--- config.mk ---
export PLATFORM = sky130hd
export DESIGN_NAME = jvs_frame_decoder
export DESIGN_NICKNAME = d
export VERILOG_FILES = /design/src/sv/jfd_pkg.sv /design/src/sv/jfd_cfg_regs.sv /design/src/sv/jfd_parser.sv /design/src/sv/jvs_frame_decoder.sv
export SDC_FILE = /design/constraint.sdc
export NUM_CORES = 1
export LEC_CHECK = 0
export BUFFER_PORTS_ARGS = -buffer_cell sky130_fd_sc_hd__buf_2
export CAP_MARGIN = 10
export CORE_ASPECT_RATIO = 1.2
export CORE_MARGIN = 2
export CORE_UTILIZATION = 62
export DETAILED_ROUTE_END_ITERATION = 12
export MAX_ROUTING_LAYER = met4
export PLACE_DENSITY = 0.85
export SLEW_MARGIN = 20
export SYNTH_ARGS = -nofsm -noshare
export SYNTH_HDL_FRONTEND = slang
export SYNTH_SLANG_ARGS = --single-unit
--- constraint.sdc ---
create_clock -name i_clk -period 5.8 [get_ports i_clk]
set_clock_uncertainty 0.1 [all_clocks]
set_input_delay 1.16 -clock i_clk [delete_from_list [all_inputs] [get_ports i_clk]]
set_output_delay 1.16 -clock i_clk [all_outputs]
set_load 0.05 [all_outputs]
--- src/sv/jfd_pkg.sv ---
// ----------------------------------------------------------------------------
// jfd_pkg
// Shared types and constants of the serial frame decoder.
// ----------------------------------------------------------------------------
package jfd_pkg;

    localparam int unsigned BYTE_W = 8;

    localparam logic [BYTE_W-1:0] SYNC_RESET   = 8'hE0;
    localparam logic [BYTE_W-1:0] ESCAPE_RESET = 8'hD0;

    typedef enum logic {
        REG_SYNC   = 1'b0,
        REG_ESCAPE = 1'b1
    } t_reg_idx;

    typedef enum logic [2:0] {
        PH_HUNT = 3'd0,
        PH_DEST = 3'd1,
        PH_SIZE = 3'd2,
        PH_DATA = 3'd3,
        PH_ESC  = 3'd4
    } t_phase;

    typedef struct packed {
        logic [BYTE_W-1:0] payload_byte;
        logic [BYTE_W-1:0] dest_addr;
        logic [BYTE_W-1:0] byte_index;
        logic              last_of_frame;
        logic              empty_frame;
    } t_result;

    typedef struct packed {
        logic [BYTE_W-1:0] sync_code;
        logic [BYTE_W-1:0] escape_code;
    } t_codes;

endpackage

--- src/sv/jfd_cfg_regs.sv ---
// ----------------------------------------------------------------------------
// jfd_cfg_regs
// Write-only register file holding the sync and escape codes.
// ----------------------------------------------------------------------------
module jfd_cfg_regs (
    input  logic               i_clk,
    input  logic               i_rst_n,
    input  logic               i_cfg_we,
    input  jfd_pkg::t_reg_idx  i_cfg_idx,
    input  logic [7:0]         i_cfg_data,
    output jfd_pkg::t_codes    o_codes
);
    import jfd_pkg::*;

    logic [BYTE_W-1:0] r_sync;
    logic [BYTE_W-1:0] r_escape;

    always_ff @(posedge i_clk) begin
        if (!i_rst_n) begin
            r_sync   <= SYNC_RESET;
            r_escape <= ESCAPE_RESET;
        end else if (i_cfg_we) begin
            case (i_cfg_idx)
                REG_SYNC: begin
                    r_sync <= i_cfg_data;
                end
                REG_ESCAPE: begin
                    r_escape <= i_cfg_data;
                end
                default: begin
                    r_sync <= r_sync;
                end
            endcase
        end
    end

    assign o_codes.sync_code   = r_sync;
    assign o_codes.escape_code = r_escape;

endmodule

--- src/sv/jfd_parser.sv ---
// ----------------------------------------------------------------------------
// jfd_parser
// Frame state machine: sync hunt, header capture, unescaping and indexing.
// ----------------------------------------------------------------------------
module jfd_parser (
    input  logic              i_clk,
    input  logic              i_rst_n,
    input  logic              i_accept,
    input  logic [7:0]        i_byte,
    input  jfd_pkg::t_codes   i_codes,
    output logic              o_res_valid,
    output jfd_pkg::t_result  o_res
);
    import jfd_pkg::*;

    t_phase            r_phase;
    t_phase            n_phase;
    logic [BYTE_W-1:0] r_dest;
    logic [BYTE_W-1:0] n_dest;
    logic [BYTE_W-1:0] r_left;
    logic [BYTE_W-1:0] n_left;
    logic [BYTE_W-1:0] r_index;
    logic [BYTE_W-1:0] n_index;

    logic [BYTE_W-1:0] size_m1;
    logic [BYTE_W-1:0] left_m1;
    logic              is_escape;

    assign size_m1   = i_byte - 8'd1;
    assign left_m1   = r_left - 8'd1;
    assign is_escape = (i_byte == i_codes.escape_code);

    // next state
    always_comb begin
        n_phase = r_phase;
        case (r_phase)
            PH_HUNT: begin
                if (i_byte == i_codes.sync_code) begin
                    n_phase = PH_DEST;
                end
            end
            PH_DEST: begin
                n_phase = PH_SIZE;
            end
            PH_SIZE: begin
                n_phase = (size_m1 == '0) ? PH_HUNT : PH_DATA;
            end
            PH_DATA: begin
                if (is_escape) begin
                    n_phase = PH_ESC;
                end else begin
                    n_phase = (left_m1 == '0) ? PH_HUNT : PH_DATA;
                end
            end
            PH_ESC: begin
                n_phase = (left_m1 == '0) ? PH_HUNT : PH_DATA;
            end
            default: begin
                n_phase = PH_HUNT;
            end
        endcase
    end

    // outputs and frame counters
    always_comb begin
        n_dest                 = r_dest;
        n_left                 = r_left;
        n_index                = r_index;
        o_res_valid            = 1'b0;
        o_res.payload_byte     = i_byte;
        o_res.dest_addr        = r_dest;
        o_res.byte_index       = r_index;
        o_res.last_of_frame    = (left_m1 == '0);
        o_res.empty_frame      = 1'b0;
        case (r_phase)
            PH_DEST: begin
                n_dest = i_byte;
            end
            PH_SIZE: begin
                n_left              = size_m1;
                n_index             = '0;
                o_res_valid         = (size_m1 == '0);
                o_res.payload_byte  = '0;
                o_res.byte_index    = '0;
                o_res.last_of_frame = 1'b1;
                o_res.empty_frame   = 1'b1;
            end
            PH_DATA: begin
                if (!is_escape) begin
                    n_left      = left_m1;
                    n_index     = r_index + 8'd1;
                    o_res_valid = 1'b1;
                end
            end
            PH_ESC: begin
                n_left             = left_m1;
                n_index            = r_index + 8'd1;
                o_res_valid        = 1'b1;
                o_res.payload_byte = i_byte + 8'd1;
            end
            default: begin
                o_res_valid = 1'b0;
            end
        endcase
    end

    always_ff @(posedge i_clk) begin
        if (!i_rst_n) begin
            r_phase <= PH_HUNT;
            r_dest  <= '0;
            r_left  <= '0;
            r_index <= '0;
        end else if (i_accept) begin
            r_phase <= n_phase;
            r_dest  <= n_dest;
            r_left  <= n_left;
            r_index <= n_index;
        end
    end

    a_no_result_while_hunting: assert property (@(posedge i_clk) disable iff (!i_rst_n)
        (r_phase == PH_HUNT) |-> !o_res_valid)
        else $error("result produced while hunting for sync");

    a_empty_is_last: assert property (@(posedge i_clk) disable iff (!i_rst_n)
        (o_res_valid && o_res.empty_frame) |-> o_res.last_of_frame)
        else $error("empty frame result not marked last");

    a_last_returns_to_hunt: assert property (@(posedge i_clk) disable iff (!i_rst_n)
        (i_accept && o_res_valid && o_res.last_of_frame) |=> (r_phase == PH_HUNT))
        else $error("decoder did not resume hunting after last byte");

    a_escape_enters_esc: assert property (@(posedge i_clk) disable iff (!i_rst_n)
        (i_accept && r_phase == PH_DATA && is_escape) |=> (r_phase == PH_ESC))
        else $error("escape byte did not enter escape phase");

endmodule

--- src/sv/jvs_frame_decoder.sv ---
// ----------------------------------------------------------------------------
// jvs_frame_decoder
// Serial frame decoder: received bytes in, unescaped payload bytes out.
// ----------------------------------------------------------------------------
// One received byte is accepted per clock. The frame state machine decides
// on each byte in the cycle it is accepted and loads any result into a single
// output register, so a result appears in the cycle after its byte. The input is
// ready whenever that register is empty or being drained, so with the output
// side always ready the block sustains one byte per cycle; it stalls only
// while a held result waits on the output.
module jvs_frame_decoder (
    input  logic        i_clk,
    input  logic        i_rst_n,
    // config write port: index 0 sync code, 1 escape code
    input  logic        i_cfg_we,
    input  logic        i_cfg_idx,
    input  logic [7:0]  i_cfg_data,
    // input stream
    input  logic        i_s_axis_tvalid,
    output logic        o_s_axis_tready,
    input  logic [7:0]  i_s_axis_tdata,    // [7:0] rx_byte
    // result stream
    output logic        o_m_axis_tvalid,
    input  logic        i_m_axis_tready,
    output logic [23:0] o_m_axis_tdata,    // [7:0] payload_byte, [15:8] dest_addr,
                                           // [23:16] byte_index
    output logic        o_m_axis_tlast,    // last_of_frame
    output logic        o_m_axis_tuser     // empty_frame
);
    import jfd_pkg::*;

    t_codes  codes;
    t_result res;
    logic    res_valid;
    logic    accept;
    t_reg_idx cfg_idx;

    t_result r_out;
    logic    r_out_valid;

    assign cfg_idx = t_reg_idx'(i_cfg_idx);

    jfd_cfg_regs u_cfg (
        .i_clk      (i_clk),
        .i_rst_n    (i_rst_n),
        .i_cfg_we   (i_cfg_we),
        .i_cfg_idx  (cfg_idx),
        .i_cfg_data (i_cfg_data),
        .o_codes    (codes)
    );

    assign o_s_axis_tready = !r_out_valid || i_m_axis_tready;
    assign accept          = i_s_axis_tvalid && o_s_axis_tready;

    jfd_parser u_parser (
        .i_clk       (i_clk),
        .i_rst_n     (i_rst_n),
        .i_accept    (accept),
        .i_byte      (i_s_axis_tdata),
        .i_codes     (codes),
        .o_res_valid (res_valid),
        .o_res       (res)
    );

    always_ff @(posedge i_clk) begin
        if (!i_rst_n) begin
            r_out_valid <= 1'b0;
        end else if (o_s_axis_tready) begin
            r_out_valid <= accept && res_valid;
        end
    end

    always_ff @(posedge i_clk) begin
        if (accept && res_valid) begin
            r_out <= res;
        end
    end

    assign o_m_axis_tvalid = r_out_valid;
    assign o_m_axis_tdata  = {r_out.byte_index, r_out.dest_addr, r_out.payload_byte};
    assign o_m_axis_tlast  = r_out.last_of_frame;
    assign o_m_axis_tuser  = r_out.empty_frame;

endmodule
==> results.toml, run 1 <==
[outcome]
status = "finished clean"

[floorplanning]
io_pins = 50
core-area_um2 = 5590
rows = 30
dieArea_um2 = 6340
die_width_um = 73
fp.dieH_um = 86.8
start_util_pct = 63.3

[worst_setup_path]
required_ns = 5.67
crit_end = "o_m_axis_tdata[7]$_DFFE_PP_"
r2r_cells = 5
worst_ep_arrival_time_ns = 3.33
crit_type = "in -> reg"
slowest_delay_ns = 0.52
crit_path_max_fanout = 26
r2r_end = "o_m_axis_tdata[7]$_DFFE_PP_"
cp_cell_sequence = "buf_2 > inv_1 > ha_1 > or3b_4 > o31ai_2 > nand4_1 > a21oi_1 > nor2_1 > nor2_4"
end_kind = "flop"
regToRegSetupSlack_ns = 3.26
crit_start = "i_s_axis_tdata[1]"
slowest_stage = "nor2_4"
critPathLaunchType = "primary input"
r2r-start = "u_parser.r_phase[1]$_SDFFE_PN0P_"

[timing]
setup_ws_ns = 2.34
timing.final.crit_share_pct = 59.7
layout_min_cycle_time_ns = 3.46
finalMaxSlewViolations = 0
setup_violations = 0
setup_tns_ns = 0
rsz0062_at_grt = "no"
worstMarginPinSlew_ns = 0.763
fmax_mhz = 289
hold_viol_final = 0
slew_headroom_pct = 49.2

[worst_hold_path]
hold_class = "reg -> reg"
holdPathStages = 0

[route]
dr.pass1.iters = 5
wl_um = 6950
initialDrtViolationCount = 206
avgRoutedWirePerCell_um = 14.7
postRouteAntennaNets = 0
dr_total_vias = 2734
drc_errors = 0
via_per_inst = 5.78

[clocking]
cts_buffers = 9
cts-root-buf = "clkbuf_8"
cts_tree = "yes"
cts_resized = 0
cts.clk_slew.worst_paths_ns = 0.06
cts_hold_buf = 0
post_cts_buffers = 0
clk_path_buf_depth = 2
h-tree-depth = 3
clock_sinks = 70
insertion_delay_ns = 0.34

[synth]
synth_edf_count = 26
ys_seq_elements = 70
syn_nets = 396
ys_types = 58
synth_top_cell_area_share_pct = 24.9
syn_avg_cell_area_um2 = 9.63
synth_top_cell_by_area = "dfxtp_1"
ys_seq_area_share_pct = 46.9
synthTopCellsByArea = "dfxtp_1, edfxtp_1, xor2_1, nand2_1, a21boi_0"
synth_area_um2 = 3540
ys.flop_type = "dfxtp_1"
synth-async-reset-ratio_pct = 0
yosys_warnings = 0
syn_inst = 368

[power]
swShare_pct = 23.3
p_seq_share_pct = 47.4
p_sw_mw = 0.261
comb_power_share_pct = 9.8
p_int_mw = 0.861
ir_drop_v = 0.000191
power_density_nw_per_um2 = 281
leakagePower_nw = 1.63
clockPowerShare_pct = 42.7

[global_routing]
grt_pass1_vias = 2580
globalRouteTotalUtil_pct = 24.0
grt_max_degree = 38
grt_pass1_wl_um = 11500
antenna_found_initial = 0
grt_overflow = 0

[layout]
final_cell_area_um2 = 4000
final_cell_mix = "nand2_1, buf_2, dfxtp_1, xor2_1, edfxtp_1"
nFillCells = 407
layout_commonest_cell = "nand2_1"
multi_input_area_um2 = 1740
final_util_pct = 71.5
drive_gt1_share_pct = 19.1
nets = 432
area_growth_pct = 12.9
fin_cells = 473
antenna_cells = 0
regArea_um2 = 1660

[place]
dpl.cell_count = 457
dp_slack_ns = 1.66
place_area_um2 = 3740
port_buffers = 49
gp_congestion = 0.885
dp_hpwl_um = 4860

[run]
maxCapViolations = 0
[final cells by class]
class	count	share of cell area [%]
clock inverters	5	2.66
clock buffers	11	3.54
repair buffers	49	6.13
multi-input cells	269	43.6
well taps	64	2.00
inverters	5	0.469
flip-flops and latches	70	41.6
[power by group through the flow]
stage / Sequential [mW] / Clock [mW] / Combinational, mW
2_1_floorplan: 0.539 / 0 / 0.0864
3_3_place_gp: 0.543 / 0 / 0.105
3_5_place_dp: 0.543 / 0 / 0.108
4_1_cts: 0.532 / 0.487 / 0.109
5_1_grt: 0.534 / 0.503 / 0.123
6_report: 0.532 / 0.479 / 0.110
[cell usage after synthesis (2+ instances only)]
| cell type | n |
|---|---|
| buf_2 | 7 |
| edfxtp_1 | 26 |
| a21boi_1 | 4 |
| mux2i_1 | 8 |
| a22oi_1 | 2 |
| o21a_1 | 2 |
| nand2b_1 | 5 |
| clkbuf_1 | 10 |
| nor2_1 | 25 |
| nand4_1 | 4 |
| nor3_1 | 3 |
| xnor2_1 | 4 |
| buf_6 | 2 |
| nand3_1 | 19 |
| nor4_2 | 2 |
| o21ai_0 | 16 |
| ha_1 | 6 |
| o21ai_1 | 2 |
| buf_4 | 3 |
| xor2_1 | 26 |
| nand4_2 | 2 |
| or4_4 | 3 |
| nor4_1 | 3 |
| a21oi_1 | 7 |
| o31ai_1 | 2 |
| inv_1 | 5 |
| dfxtp_1 | 44 |
| nor4b_1 | 2 |
| nand2_1 | 56 |
| buf_1 | 2 |
| and3_1 | 4 |
| nand4b_1 | 2 |
| nor2b_1 | 13 |
| and2_1 | 11 |
| a21boi_0 | 13 |
[per-stage QoR]
step,hold slack [ns],total power [mW]
floorplan,0.308,0.626
global placement,0.316,0.648
detailed placement,0.322,0.651
CTS,0.337,1.13
global route,0.358,1.16
finish,0.340,1.12
[state kept, by name, indices dropped and copies added, names as in the netlist]
name	count
u_parser.r_dest	8
o_m_axis_tlast	1
u_parser.r_left	8
u_cfg.r_escape	8
o_m_axis_tvalid	1
u_parser.r_phase	3
u_cfg.r_sync	8
o_m_axis_tuser	1
o_m_axis_tdata	24
u_parser.r_index	8
[layer usage]
metal / wire (um) / vias to the layer above / global-route usage (%)
met4: 150 / 0 / 9.93
met1: 2950 / 1266 / 29.2
li1: - / 1352 / -
met2: 3490 / 100 / 38.4
met3: 360 / 16 / 5.12
met5: 0 / - / -
[critical path, delay by kind of cell]
| family | cells | cell delay [ns] |
|---|---|---|
| AND/OR/NAND/NOR | 4 | 1.16 |
| adder cells (fa/ha/maj) | 1 | 0.20 |
| AO/OA/AOI/OAI | 2 | 0.47 |
| buffers and inverters | 2 | 0.33 |
[kinds of logic (layout without fill, tap and decap cells)]
group / Yosys count / after routing / synth area share [%]
buffers and inverters: 29 / 70 / 4.06
and+or+nand+nor: 164 / 164 / 25.2
adders and majority gates: 6 / 6 / 2.12
muxes: 8 / 8 / 2.26
DFF: 70 / 70 / 46.9
AOI/OAI and AO/OA: 61 / 61 / 12.0
xor gates and xnor gates: 30 / 30 / 7.42
[how the worst min path moves through the flow]
stage / start / to / slack (ns)
6_report: u_parser.r_dest[6]$_SDFFE_PN0P_ / o_m_axis_tdata[14]$_DFFE_PP_ / 0.34
3_5_place_dp: u_parser.r_dest[6]$_SDFFE_PN0P_ / o_m_axis_tdata[14]$_DFFE_PP_ / 0.32
4_1_cts: u_parser.r_dest[6]$_SDFFE_PN0P_ / o_m_axis_tdata[14]$_DFFE_PP_ / 0.34
5_1_grt: u_parser.r_dest[7]$_SDFFE_PN0P_ / o_m_axis_tdata[15]$_DFFE_PP_ / 0.36
3_3_place_gp: u_parser.r_dest[7]$_SDFFE_PN0P_ / o_m_axis_tdata[15]$_DFFE_PP_ / 0.32
2_1_floorplan: u_parser.r_dest[2]$_SDFFE_PN0P_ / o_m_axis_tdata[10]$_DFFE_PP_ / 0.31
Power figures use the tool's default switching activity.
==> inputs of run 2 (changes only) <==
Settings changed: CORE_UTILIZATION 62 to 52, PLACE_DENSITY 0.85 to 0.76.
Clock period 5.8 ns to 2.8 ns, I/O delays scaled along.
==> run 2 against run 1 <==
Net effect:
- core utilization fell by 8.2 points
- first-iteration DRC count fell by 3.9%
- non-clock buffer count rose by 16
- critical path depth did not move
- routed wire length rose by 4.9%
- largest power group unchanged
- largest cell class unchanged
- clock-buffer cell count fell by 1
- cell area rose by 3.3%
- global-route usage fell by 2.2 points
==> results.toml, run 2 (synthesis results as in run 1) <==
[global_routing]
grt_pass1_vias = 2630
grt_max_degree = 27
grt_overflow = 0
grt_pass1_wl_um = 12200
globalRouteTotalUtil_pct = 21.8
antenna_found_initial = 0

[clocking]
cts_resized = 0
cts-root-buf = "clkbuf_8"
cts_tree = "yes"
post_cts_buffers = 0
clk_path_buf_depth = 2
clock_sinks = 70
cts.clk_slew.worst_paths_ns = 0.07
h-tree-depth = 3
cts_buffers = 9
cts_hold_buf = 0
insertion_delay_ns = 0.34

[layout]
multi_input_area_um2 = 1770
area_growth_pct = 16.6
nFillCells = 547
layout_commonest_cell = "nand2_1"
antenna_cells = 0
nets = 448
final_cell_mix = "nand2_1, buf_2, dfxtp_1, xor2_1, edfxtp_1"
final_util_pct = 63.3
drive_gt1_share_pct = 23.3
regArea_um2 = 1660
largest_reg_flops = 24

[route]
dr_total_vias = 2756
drc_errors = 0
initialDrtViolationCount = 198
wl_um = 7300
postRouteAntennaNets = 0
dr.pass1.iters = 4
via_per_inst = 5.40
avgRoutedWirePerCell_um = 14.3

[worst_hold_path]
hold_start = "u_parser.r_dest[6]$_SDFFE_PN0P_"
hold_class = "reg -> reg"

[timing]
worstMarginPinSlew_ns = 0.693
setup_violations = 0
layout_min_cycle_time_ns = 2.59
fmax_mhz = 386
hold_viol_final = 0
timing.final.crit_share_pct = 92.4
finalMaxSlewViolations = 0
rsz0062_at_grt = "no"
setup_tns_ns = 0
slew_headroom_pct = 53.8
finalHoldWorstSlack_ns = 0.341
setup_ws_ns = 0.211

[worst_setup_path]
critPathLaunchType = "primary input"
required_ns = 2.67
end_kind = "flop"
crit_start = "i_s_axis_tdata[0]"
crit_type = "in -> reg"
crit_path_max_fanout = 26
r2r-start = "u_parser.r_phase[1]$_SDFFE_PN0P_"
worst_ep_arrival_time_ns = 2.46
regToRegSetupSlack_ns = 0.35

[floorplanning]
dieArea_um2 = 7490
die_width_um = 79.3
rows = 32
fp.dieH_um = 94.4
io_pins = 50
start_util_pct = 54.3
core-area_um2 = 6530

[place]
gp_congestion = 0.993
dp_slack_ns = -0.157
dp_hpwl_um = 5340
port_buffers = 49

[power]
ir_drop_v = 0.000269
power_density_nw_per_um2 = 515
total_power_mw = 2.13
leakagePower_nw = 1.67

[run]
maxCapViolations = 0

[outcome]
status = "finished clean"
run 2: final cells by class:
cell class,count,share of cell area (%)
clock inverters,6,1.51
clock buffers,10,3.09
repair buffers,65,9.15
multi-input cells,269,42.9
well taps,85,2.57
inverters,5,0.575
flip-flops and latches,70,40.2
run 2: path summary, 6_finish.rpt:
kind,end,cells past startpoint
setup / recovery,o_m_axis_tuser$_DFFE_PP_,9
hold / removal,o_m_axis_tdata[14]$_DFFE_PP_,0
setup reg to reg,o_m_axis_tuser$_DFFE_PP_,5
hold reg to reg,o_m_axis_tdata[14]$_DFFE_PP_,0
run 2: power by group:
part / leakage [nW] / total, mW / switching [mW] / internal (mW)
logic: 0.991 / 0.249 / 0.145 / 0.103
registers: 0.596 / 1.10 / 0.0261 / 1.08
clock network: 0.0883 / 0.778 / 0.370 / 0.408
run 2: worst max-delay path, cell delays in order:
cell and delay, ns:
buf_2 0.12, inv_4 0.06, ha_4 0.13, or3b_4 0.40
o31ai_4 0.23, nand4_1 0.14, a21oi_2 0.18, nor2_2 0.07
nor2_4 0.54
run 2: per-stage QoR:
stage / cells / instance area [um2]
global route: 510 / 4130
CTS: 510 / 4130
detailed placement: 494 / 3940
global placement: 494 / 3940
floorplan: 368 / 3590
finish: 510 / 4130
run 2: layer usage:
| metal | part of all wire [%] | track usage [%] | wire length (um) | vias up |
|---|---|---|---|---|
| met3 | 4.6 | 5.54 | 337 | 15 |
| met5 | 0 | - | 0 | - |
| li1 | - | - | - | 1386 |
| met1 | 45 | 25.8 | 3260 | 1270 |
| met4 | 1.9 | 8.33 | 138 | 0 |
| met2 | 49 | 35.7 | 3560 | 85 |
==> inputs of run 3 (changes only) <==
Settings changed: CELL_PAD_IN_SITES_DETAIL_PLACEMENT set to 1, CELL_PAD_IN_SITES_GLOBAL_PLACEMENT set to 2, CORE_UTILIZATION 52 to 32, PLACE_DENSITY 0.76 to unset, PLACE_DENSITY_LB_ADDON set to 0.1.
==> run 3 against run 2 <==
Net effect:
- core utilization is 24 points lower
- global-route usage shrank 5.8 points
- die area rose by 59%
- clock-buffer cell count unchanged
- sequential share of layout area is 1.3 points lower
- first-iteration DRC count fell by 47%
- setup slack better by 0.18 ns
- non-clock buffer count shrank 3
- via count decreased by 1.4%
- register-to-register slack better by 0.04 ns
- clock power increased by 44%
- sequential power about the same
- critical path type is now reg -> reg
- critical endpoint is now u_parser.r_phase[0]$_SDFFE_PN0P_
- largest power group is now clock
- highest routed layer unchanged
==> results.toml, run 3 (synthesis results as in run 1) <==
[timing]
hold_viol_final = 0
layout_min_cycle_time_ns = 2.41
rsz0062_at_grt = "no"
setup_tns_ns = 0
slew_headroom_pct = 48.7
worstMarginPinSlew_ns = 0.770
finalMaxSlewViolations = 0
setup_violations = 0
fmax_mhz = 416
timing.final.crit_share_pct = 85.9

[route]
via_per_inst = 4.91
postRouteAntennaNets = 0
drc_errors = 0
initialDrtViolationCount = 104
avgRoutedWirePerCell_um = 16.0
dr_total_vias = 2718
wl_um = 8850
dr.pass1.iters = 4

[worst_setup_path]
crit_path_max_fanout = 5
end_kind = "flop"
worst_ep_arrival_time_ns = 2.53
critPathLaunchType = "flop"
required_ns = 2.92
crit_type = "reg -> reg"

[global_routing]
globalRouteTotalUtil_pct = 15.9
grt_overflow = 0
grtUsageMet3_pct = 3.70
grt_max_degree = 27
antenna_found_initial = 0
grt_busiest_layer = "met2"
grt_use_met1_pct = 19.5
grt_pass1_wl_um = 14200
use_met2_pct = 25.4
grt_pass1_vias = 2716

[layout]
final_cell_mix = "nand2_1, buf_2, dfxtp_1, xor2_1, edfxtp_1"
layout_commonest_cell = "nand2_1"
antenna_cells = 0
area_growth_pct = 20.5
nFillCells = 1274
drive_gt1_share_pct = 22.5
largest_reg_flops = 24
nets = 445

[clocking]
cts_hold_buf = 0
cts_buffers = 9
clk_path_buf_depth = 2
post_cts_buffers = 0
cts_resized = 0
clock_sinks = 70
h-tree-depth = 3
cts-root-buf = "clkbuf_16"
insertion_delay_ns = 0.33
cts.clk_slew.worst_paths_ns = 0.06
cts_tree = "yes"

[power]
power_density_nw_per_um2 = 579
total_power_mw = 2.47
ir_drop_v = 0.000326
leakagePower_nw = 1.71

[place]
dp_hpwl_um = 6530
port_buffers = 49
gp_congestion = 0.777

[floorplanning]
die_width_um = 100
fp.dieH_um = 119
dieArea_um2 = 11900
rows = 42
start_util_pct = 32.4
core-area_um2 = 10900
io_pins = 50

[run]
maxCapViolations = 0

[outcome]
status = "finished clean"

[worst_hold_path]
hold_class = "reg -> reg"
==> run 3: cell count changes in the layout (fill, tap and decap cells not counted) <==
cell        previous run  this run
buf_4                 15        12
clkbuf_16              0         9
clkbuf_8               9         0
clkinv_1               0         1
clkinv_2               2         1
clkinv_4               0         1
clkinvlp_4             3         2
==> run 3: metal layers <==
| metal | share of wire (%) | routed length [um] |
|---|---|---|
| met1 | 47 | 4170 |
| met2 | 48 | 4280 |
| met3 | 2.8 | 245 |
| met4 | 1.7 | 154 |
| met5 | 0 | 0 |
==> run 3: worst max-delay path, stage by stage (launching register included) <==
cell and delay (ns):
dfxtp_1 0.35, inv_1 0.09, ha_1 0.24, or4b_1 0.54
xnor2_1 0.16, nor3_1 0.15, nand4_1 0.23, o21a_1 0.17
o31a_1 0.27
==> run 3: layout make-up <==
type	count	area, um2	share of cell area (%)
Clock buffer	10	229	5.36
Clock inverter	6	62.6	1.47
Inverter	5	23.8	0.557
Multi-Input combinational cell	269	1770	41.5
Sequential cell	70	1660	38.9
Tap cell	132	165	3.87
Timing Repair Buffer	62	355	8.32
==> run 3: metrics by stage <==
| step | instance area, um2 | hold slack, ns | util (%) | setup slack (ns) | cells |
|---|---|---|---|---|---|
| 4_1_cts | 4270 | 0.335 | 39.1 | 0.362 | 554 |
| 3_5_place_dp | 3980 | 0.321 | 36.4 | 0.0828 | 538 |
| 5_1_grt | 4270 | 0.355 | 39.1 | 0.217 | 554 |
| 3_3_place_gp | 3980 | 0.316 | 36.4 | 0.141 | 538 |
| 2_1_floorplan | 3590 | 0.308 | - | 0.00798 | 368 |
| 6_report | 4270 | 0.334 | 39.1 | 0.394 | 554 |
==> run 3: path summary, 6_finish.rpt <==
path / from / end / slack, ns / cells past startpoint
worst max-delay path: u_parser.r_left[0]$_SDFFE_PN0P_ / u_parser.r_phase[0]$_SDFFE_PN0P_ / 0.39 / 8
worst min-delay path: u_parser.r_dest[6]$_SDFFE_PN0P_ / o_m_axis_tdata[14]$_DFFE_PP_ / 0.33 / 0
worst max register to register: u_parser.r_left[0]$_SDFFE_PN0P_ / u_parser.r_phase[0]$_SDFFE_PN0P_ / 0.39 / 8
worst min register to register: u_parser.r_dest[6]$_SDFFE_PN0P_ / o_m_axis_tdata[14]$_DFFE_PP_ / 0.33 / 0
==> run 3: power by group <==
group          switching (mW)  internal, mW  leakage (nW)  total (mW)
Clock                   0.433         0.686         0.136        1.12
Sequential             0.0263          1.08         0.596        1.10
Combinational           0.150        0.0985         0.975       0.249
